File: src/sv/atl_pkg.sv
`default_nettype none

package atl_pkg;

    localparam int MAX_LINE_DEF = 256;

    // parser modes; error modes are MODE_ERR_BASE + error code
    localparam logic [3:0] MODE_START     = 4'd0;
    localparam logic [3:0] MODE_PRED      = 4'd1;
    localparam logic [3:0] MODE_SKIP_NAME = 4'd2;
    localparam logic [3:0] MODE_NAME      = 4'd3;
    localparam logic [3:0] MODE_SKIP_MOD  = 4'd4;
    localparam logic [3:0] MODE_MOD       = 4'd5;
    localparam logic [3:0] MODE_OPER      = 4'd6;
    localparam logic [3:0] MODE_SKIP_OPER = 4'd7;
    localparam logic [3:0] MODE_ERR_BASE  = 4'd8;
    localparam logic [3:0] MODE_ERR_LAST  = 4'd12;

    localparam logic [2:0] KIND_NONE = 3'd0;
    localparam logic [2:0] KIND_PRED = 3'd1;
    localparam logic [2:0] KIND_NAME = 3'd2;
    localparam logic [2:0] KIND_MOD  = 3'd3;
    localparam logic [2:0] KIND_OPER = 3'd4;

    localparam logic [2:0] ERR_NONE      = 3'd0;
    localparam logic [2:0] ERR_EMPTY_NAM = 3'd1;
    localparam logic [2:0] ERR_EMPTY_MOD = 3'd2;
    localparam logic [2:0] ERR_EMPTY_OPR = 3'd3;
    localparam logic [2:0] ERR_OVERFLOW  = 3'd4;

    localparam logic [7:0] CHAR_NONBLANK = 8'd33;  // first non-blank byte
    localparam logic [7:0] CHAR_AT       = 8'h40;
    localparam logic [7:0] CHAR_COMMA    = 8'h2C;
    localparam logic [7:0] CHAR_DOT      = 8'h2E;

    localparam int START_W = 8;
    localparam int LEN_W   = 9;

    typedef struct packed {
        logic [2:0]         kind;
        logic [START_W-1:0] start;
        logic [LEN_W-1:0]   length;
        logic [2:0]         err;
        logic               done;
        logic               pred;
    } t_result;

endpackage

`default_nettype wire

File: src/sv/assembly_line_tokenizer_unit.sv
// A result passes through the input register, then the result register.
// Throughput: 1 item per cycle while no result is stalled; the parser state loops through the combinational step.
// An item with no result still passes the input register; a stalled result holds the line.
// Reset (i_rst_n low, synchronous): parser at line start, positions 0, no predicate,
// input and result registers empty.
`default_nettype none

module assembly_line_tokenizer_unit
    import atl_pkg::*;
#(
    parameter int MAX_LINE = MAX_LINE_DEF
) (
    input  wire logic       i_clk,
    input  wire logic       i_rst_n,
    // input channel
    input  wire logic       i_in_valid,
    output logic            o_in_stall,
    input  wire logic       i_in_op,
    input  wire logic [7:0] i_in_char_code,
    // result channel
    output logic            o_out_valid,
    input  wire logic       i_out_stall,
    output logic [2:0]      o_out_token_kind,
    output logic [7:0]      o_out_token_start,
    output logic [8:0]      o_out_token_length,
    output logic [2:0]      o_out_error_code,
    output logic            o_out_line_done,
    output logic            o_out_predicated
);

    // position counter saturates at MAX_LINE
    localparam int POS_W = $clog2(MAX_LINE + 1);

    // input register
    logic       r_in_valid;
    logic       r_in_op;
    logic [7:0] r_in_char;

    // parser state
    logic [3:0]       r_mode;
    logic [POS_W-1:0] r_begin;
    logic [POS_W-1:0] r_pos;
    logic             r_has_pred;

    logic [3:0]       n_mode;
    logic [POS_W-1:0] n_begin;
    logic [POS_W-1:0] n_pos;
    logic             n_has_pred;

    logic    step_emit;
    t_result step_res;
    t_result out_res;
    logic    out_free;
    logic    proc_go;
    logic    in_take;

    // the held item steps the parser once the result register can take a result
    assign proc_go    = r_in_valid && out_free;
    assign o_in_stall = r_in_valid && !out_free;
    assign in_take    = i_in_valid && !o_in_stall;

    always_ff @(posedge i_clk) begin
        if (!i_rst_n) begin
            r_in_valid <= 1'b0;
        end else if (in_take) begin
            r_in_valid <= 1'b1;
        end else if (proc_go) begin
            r_in_valid <= 1'b0;
        end
    end

    always_ff @(posedge i_clk) begin
        if (in_take) begin
            r_in_op   <= i_in_op;
            r_in_char <= i_in_char_code;
        end
    end

    atl_step #(
        .MAX_LINE (MAX_LINE),
        .POS_W    (POS_W)
    ) u_step (
        .i_mode     (r_mode),
        .i_begin    (r_begin),
        .i_pos      (r_pos),
        .i_has_pred (r_has_pred),
        .i_op       (r_in_op),
        .i_char     (r_in_char),
        .o_mode     (n_mode),
        .o_begin    (n_begin),
        .o_pos      (n_pos),
        .o_has_pred (n_has_pred),
        .o_emit     (step_emit),
        .o_res      (step_res)
    );

    always_ff @(posedge i_clk) begin
        if (!i_rst_n) begin
            r_mode     <= MODE_START;
            r_begin    <= '0;
            r_pos      <= '0;
            r_has_pred <= 1'b0;
        end else if (proc_go) begin
            r_mode     <= n_mode;
            r_begin    <= n_begin;
            r_pos      <= n_pos;
            r_has_pred <= n_has_pred;
        end
    end

    atl_result_reg u_result (
        .i_clk   (i_clk),
        .i_rst_n (i_rst_n),
        .i_load  (proc_go && step_emit),
        .i_res   (step_res),
        .i_stall (i_out_stall),
        .o_valid (o_out_valid),
        .o_free  (out_free),
        .o_res   (out_res)
    );

    assign o_out_token_kind   = out_res.kind;
    assign o_out_token_start  = out_res.start;
    assign o_out_token_length = out_res.length;
    assign o_out_error_code   = out_res.err;
    assign o_out_line_done    = out_res.done;
    assign o_out_predicated   = out_res.pred;

endmodule

`default_nettype wire

File: src/sv/atl_step.sv
`default_nettype none

// One parser step: next state and optional result for one item.
module atl_step
    import atl_pkg::*;
#(
    parameter int MAX_LINE = MAX_LINE_DEF,
    parameter int POS_W    = $clog2(MAX_LINE + 1)
) (
    input  wire logic [3:0]       i_mode,
    input  wire logic [POS_W-1:0] i_begin,
    input  wire logic [POS_W-1:0] i_pos,
    input  wire logic             i_has_pred,
    input  wire logic             i_op,
    input  wire logic [7:0]       i_char,
    output logic [3:0]            o_mode,
    output logic [POS_W-1:0]      o_begin,
    output logic [POS_W-1:0]      o_pos,
    output logic                  o_has_pred,
    output logic                  o_emit,
    output t_result               o_res
);

    localparam int EXT_W = (POS_W > LEN_W) ? POS_W : LEN_W;
    localparam logic [POS_W-1:0] MAX_POS = POS_W'(MAX_LINE);

    logic             blank;
    logic [EXT_W-1:0] begin_ext;
    logic [EXT_W-1:0] diff_ext;
    logic [START_W-1:0] tok_start;
    logic [LEN_W-1:0]   tok_len;
    logic [POS_W-1:0]   pos_inc;

    assign blank     = i_char < CHAR_NONBLANK;
    assign begin_ext = EXT_W'(i_begin);
    assign diff_ext  = EXT_W'(i_pos) - begin_ext;
    assign tok_start = begin_ext[START_W-1:0];
    assign tok_len   = diff_ext[LEN_W-1:0];
    assign pos_inc   = i_pos + POS_W'(1);

    always_comb begin
        o_mode     = i_mode;
        o_begin    = i_begin;
        o_pos      = i_pos;
        o_has_pred = i_has_pred;
        o_emit     = 1'b0;
        o_res      = '0;

        if (i_op) begin
            // end of line: close any open token, report, return to line start
            o_emit          = 1'b1;
            o_res.done      = 1'b1;
            o_res.pred      = i_has_pred;
            unique case (i_mode)
                MODE_PRED: o_res.kind = KIND_PRED;
                MODE_NAME: o_res.kind = KIND_NAME;
                MODE_OPER: o_res.kind = KIND_OPER;
                MODE_MOD: begin
                    if (i_pos == i_begin) o_res.err  = ERR_EMPTY_MOD;
                    else                  o_res.kind = KIND_MOD;
                end
                default: begin
                    if (i_mode > MODE_ERR_BASE && i_mode <= MODE_ERR_LAST)
                        o_res.err = 3'(i_mode - MODE_ERR_BASE);
                end
            endcase
            if (o_res.kind != KIND_NONE) begin
                o_res.start  = tok_start;
                o_res.length = tok_len;
            end
            o_mode     = MODE_START;
            o_begin    = '0;
            o_pos      = '0;
            o_has_pred = 1'b0;
        end else if (i_mode >= MODE_ERR_BASE) begin
            // rest of line ignored, position still counts up to the limit
            if (i_pos < MAX_POS) o_pos = pos_inc;
        end else if (i_pos >= MAX_POS) begin
            o_mode    = MODE_ERR_BASE + 4'(ERR_OVERFLOW);
            o_emit    = 1'b1;
            o_res.err = ERR_OVERFLOW;
        end else begin
            o_pos = pos_inc;
            unique case (i_mode)
                MODE_START, MODE_SKIP_NAME: begin
                    if (i_mode == MODE_START && i_char == CHAR_AT) begin
                        o_has_pred = 1'b1;
                        o_begin    = '0;
                        o_mode     = MODE_PRED;
                    end else begin
                        o_mode = MODE_SKIP_NAME;
                        if (!blank) begin
                            o_begin = i_pos;
                            if (i_char == CHAR_DOT) begin
                                o_mode    = MODE_ERR_BASE + 4'(ERR_EMPTY_NAM);
                                o_emit    = 1'b1;
                                o_res.err = ERR_EMPTY_NAM;
                            end else begin
                                o_mode = MODE_NAME;
                            end
                        end
                    end
                end
                MODE_PRED: begin
                    if (blank) begin
                        o_mode       = MODE_SKIP_NAME;
                        o_emit       = 1'b1;
                        o_res.kind   = KIND_PRED;
                        o_res.start  = tok_start;
                        o_res.length = tok_len;
                    end
                end
                MODE_NAME: begin
                    if (blank || i_char == CHAR_DOT) begin
                        o_emit       = 1'b1;
                        o_res.kind   = KIND_NAME;
                        o_res.start  = tok_start;
                        o_res.length = tok_len;
                        if (blank) begin
                            o_mode = MODE_SKIP_MOD;
                        end else begin
                            o_mode  = MODE_MOD;
                            o_begin = pos_inc;
                        end
                    end
                end
                MODE_SKIP_MOD, MODE_SKIP_OPER: begin
                    if (!blank) begin
                        if (i_mode == MODE_SKIP_MOD && i_char == CHAR_DOT) begin
                            o_mode  = MODE_MOD;
                            o_begin = pos_inc;
                        end else begin
                            // first operand character
                            o_begin = i_pos;
                            if (i_char == CHAR_COMMA) begin
                                o_mode    = MODE_ERR_BASE + 4'(ERR_EMPTY_OPR);
                                o_emit    = 1'b1;
                                o_res.err = ERR_EMPTY_OPR;
                            end else begin
                                o_mode = MODE_OPER;
                            end
                        end
                    end
                end
                MODE_MOD: begin
                    if (blank || i_char == CHAR_DOT) begin
                        o_emit = 1'b1;
                        if (i_pos == i_begin) begin
                            o_mode    = MODE_ERR_BASE + 4'(ERR_EMPTY_MOD);
                            o_res.err = ERR_EMPTY_MOD;
                        end else begin
                            o_res.kind   = KIND_MOD;
                            o_res.start  = tok_start;
                            o_res.length = tok_len;
                            if (blank) o_mode  = MODE_SKIP_MOD;
                            else       o_begin = pos_inc;
                        end
                    end
                end
                MODE_OPER: begin
                    if (i_char == CHAR_COMMA) begin
                        o_mode       = MODE_SKIP_OPER;
                        o_emit       = 1'b1;
                        o_res.kind   = KIND_OPER;
                        o_res.start  = tok_start;
                        o_res.length = tok_len;
                    end
                end
                default: o_mode = MODE_START;
            endcase
        end
    end

endmodule

`default_nettype wire

File: src/sv/atl_result_reg.sv
`default_nettype none

// Output register: holds one result until the consumer takes it.
module atl_result_reg
    import atl_pkg::*;
(
    input  wire logic    i_clk,
    input  wire logic    i_rst_n,
    input  wire logic    i_load,
    input  wire t_result i_res,
    input  wire logic    i_stall,
    output logic         o_valid,
    output logic         o_free,
    output t_result      o_res
);

    logic    r_valid;
    t_result r_res;

    assign o_free  = !r_valid || !i_stall;
    assign o_valid = r_valid;
    assign o_res   = r_res;

    always_ff @(posedge i_clk) begin
        if (!i_rst_n) begin
            r_valid <= 1'b0;
        end else if (i_load) begin
            r_valid <= 1'b1;
        end else if (!i_stall) begin
            r_valid <= 1'b0;
        end
    end

    always_ff @(posedge i_clk) begin
        if (i_load) begin
            r_res <= i_res;
        end
    end

endmodule

`default_nettype wire

File: config.mk
export PLATFORM = sky130hd
export DESIGN_NAME = assembly_line_tokenizer_unit
export DESIGN_NICKNAME = d
export VERILOG_FILES = /design/src/sv/atl_pkg.sv /design/src/sv/assembly_line_tokenizer_unit.sv /design/src/sv/atl_step.sv /design/src/sv/atl_result_reg.sv
export SDC_FILE = /design/constraint.sdc
export NUM_CORES = 1
export LEC_CHECK = 0
export BUFFER_PORTS_ARGS = -buffer_cell sky130_fd_sc_hd__buf_2
export CAP_MARGIN = 15
export CORE_AREA = 3 3 60 103
export CTS_CLUSTER_DIAMETER = 50
export CTS_CLUSTER_SIZE = 10
export DETAILED_ROUTE_END_ITERATION = 10
export DIE_AREA = 0 0 63 106
export PLACE_DENSITY_LB_ADDON = 0.08
export SETUP_SLACK_MARGIN = 0.2
export SLEW_MARGIN = 5
export SYNTH_ARGS = -nofsm -noshare
export SYNTH_HDL_FRONTEND = slang
export SYNTH_SLANG_ARGS = --single-unit
File: constraint.sdc
create_clock -name i_clk -period 5.86 [get_ports i_clk]
set_clock_uncertainty 0.1 [all_clocks]
set_input_delay 1.172 -clock i_clk [delete_from_list [all_inputs] [get_ports i_clk]]
set_output_delay 1.172 -clock i_clk [all_outputs]
set_load 0.02 [all_outputs]
==> impl_metrics.ini <==
[yosys]
syn_area_per_cell_um2 = 9.07
synth_top_flop_cell = edfxtp_1
ys_warn_count = 0
ys_ff_latch = 59
synth.distinct_cells = 57
syn_inst = 371
synth.top_cell.area_share = 0.304
synth.largest_area_cell = edfxtp_1
synthesis.nets = 395
ys_top_cells_by_count = nor2_1, edfxtp_1, nand2_1
synth.area.top_cells = edfxtp_1, dfxtp_1, nor2_1
netlist_area_um2 = 3360
synth.most_common_cell = nor2_1
synth_edf_count = 34
async_reset_ff_frac = 0
yosysSeqAreaShare = 0.452

[clock_network]
cts_root_buf = clkbuf_8
cts_tree = built
holdBufCountCts = 0
post_cts_buffers = 0
clk_pin_slew_ps = 70
cts_resized = 0
cts_htree_levels = 3
cts_buffers = 9
clock_latency_ps = 340
clockBufferDepth = 2
cts.sinks = 59

[worst_setup_path]
cp_data_required_time_ps = 5800
endpoint_kind = register
arrival_ps = 3010
path_class = reg -> reg
critPathMaxFanout = 20
cp-start-kind = register

[drt]
wl_mm = 8.73
drt_iter0_markers = 224
wl_per_cell_um = 18.0
drc = 0
firstDrtPassIters = 5
dr_total_vias = 3008
routed_via_density = 6.20
ant_nets = 0

[placement]
hpwl_mm = 6.44
gp_congestion = 1.01
dp_cells = 468
portBuffers = 39
place_area_um2 = 3580

[timing]
fin_crit_ps = 3070
tightest_slew_ps = 872
hold_viol = 0
rsz0062_at_grt = no
period_share = 0.524
whs_ps = 381
slew_headroom = 0.413
tns_ps = 0
slew_violations = 0
maxClockFrequency_mhz = 326
setup_viol = 0

[grt]
grt_max_degree = 26
antenna_found_initial = 0
grt_pass1_wl_mm = 14.1
grt_pass1_vias = 2915
grt_overflow_total = 0
grt.total_usage = 0.276

[die]
core_um2 = 5390
start_util = 0.624
std_cell_rows = 35
io_pins = 40
dieArea_um2 = 6680
die_h_um = 106
die_width_um = 63

[layout]
fin_area_um2 = 3790
synthToLayoutAreaGrowth_pct = 12.6
layout.nets = 430
layout-drive-gt1-share = 0.158
insertedDiodeCount = 0
fin_util = 0.703
final-instance-count-excl-fill = 485

[power]
power_density_nw_per_um2 = 238
max-vdd-ir-drop_v = 0.000226
p_leak_nw = 1.38

[run_status]
outcome = finished clean

[run]
drv_cap = 0

[worst_hold_path]
worst_hold_path_type = reg -> reg
[cell usage in the layout (no fill, tap or decap), drive strengths merged, types with 4 or more instances in the layout]
cell / instances
nor2: 51
buf: 41
edfxtp: 34
nand2: 30
dfxtp: 25
a21oi: 22
o21ai: 21
inv: 17
nand3: 17
nor3: 16
nor2b: 10
ha: 10
clkbuf: 10
nand4: 9
and3: 8
nor4: 7
nand2b: 6
mux2i: 6
a22o: 6
xor2: 5
o31ai: 5
xnor2: 4
clkinv: 4
[cell type report]
cell class | instances | area (um^2)
clock buffer | 10 | 138
inverter | 17 | 63.8
multi-input combinational | 278 | 1700
fill | 445 | 1600
timing repair buffer | 41 | 218
sequential | 59 | 1520
tap | 74 | 92.6
clock inverter | 6 | 55.1
[metrics by stage]
step           worst slack (ps)  total power [W]
2_1_floorplan              2550         0.000522
3_3_place_gp               2600         0.000545
3_5_place_dp               2480         0.000546
4_1_cts                    2460         0.000900
5_1_grt                    2610         0.000938
6_report                   2790         0.000902
[registers in the layout, indices dropped and copies added, names as in the netlist]
register	count
r_has_pred	1
r_mode	4
u_result.o_res	25
r_begin	9
r_pos	9
r_in_op	1
u_result.o_valid	1
r_in_char	8
r_in_valid	1
[path summary, 6_finish.rpt]
path              depth (start not counted)                    start  slack [ps]                          end
setup / recovery                          7   r_in_char[1]$_DFFE_PP_        2790  u_result.o_res[4]$_DFFE_PP_
hold / removal                            1  r_begin[5]$_SDFFE_PN0P_         380      r_begin[5]$_SDFFE_PN0P_
hold reg to reg                           1  r_begin[5]$_SDFFE_PN0P_         380      r_begin[5]$_SDFFE_PN0P_
setup reg to reg                          7   r_in_char[1]$_DFFE_PP_        2790  u_result.o_res[4]$_DFFE_PP_
[power breakdown]
part / internal, W / leakage (nW) / switching [W]
registers: 0.000449 / 0.509 / 0.0000138
logic: 0.0000257 / 0.776 / 0.0000510
clock network: 0.000203 / 0.0971 / 0.000160
total: 0.000678 / 1.38 / 0.000225
[critical path, cell delays in order (launching register included)]
cell and delay [ps]:
edfxtp_1 540, nor3_1 450, nand2b_1 190, nand2_1 60
a211oi_1 530, a21boi_0 280, nor2_2 370, buf_8 240
[cell families after synthesis]
logic type | after synthesis | synth area share
AND/OR/NAND/NOR | 166 | 0.249
AO/OA/AOI/OAI | 86 | 0.172
flip-flops | 59 | 0.452
buffers and inverters | 34 | 0.0428
adder cells (fa/ha/maj) | 11 | 0.0432
XOR/XNOR | 9 | 0.0234
multiplexers | 6 | 0.0179
[layer usage]
metal  vias to the layer above  wire [um]  share of wire  global-route usage
li1                       1436          -              -                   -
met1                      1377       3020           0.35               0.271
met2                       156       4780           0.55               0.506
met3                        39        510          0.058              0.0581
met4                         0        420          0.048               0.183
met5                         -          0              0                   0
Note: power is estimated with default switching activity, not from simulation.
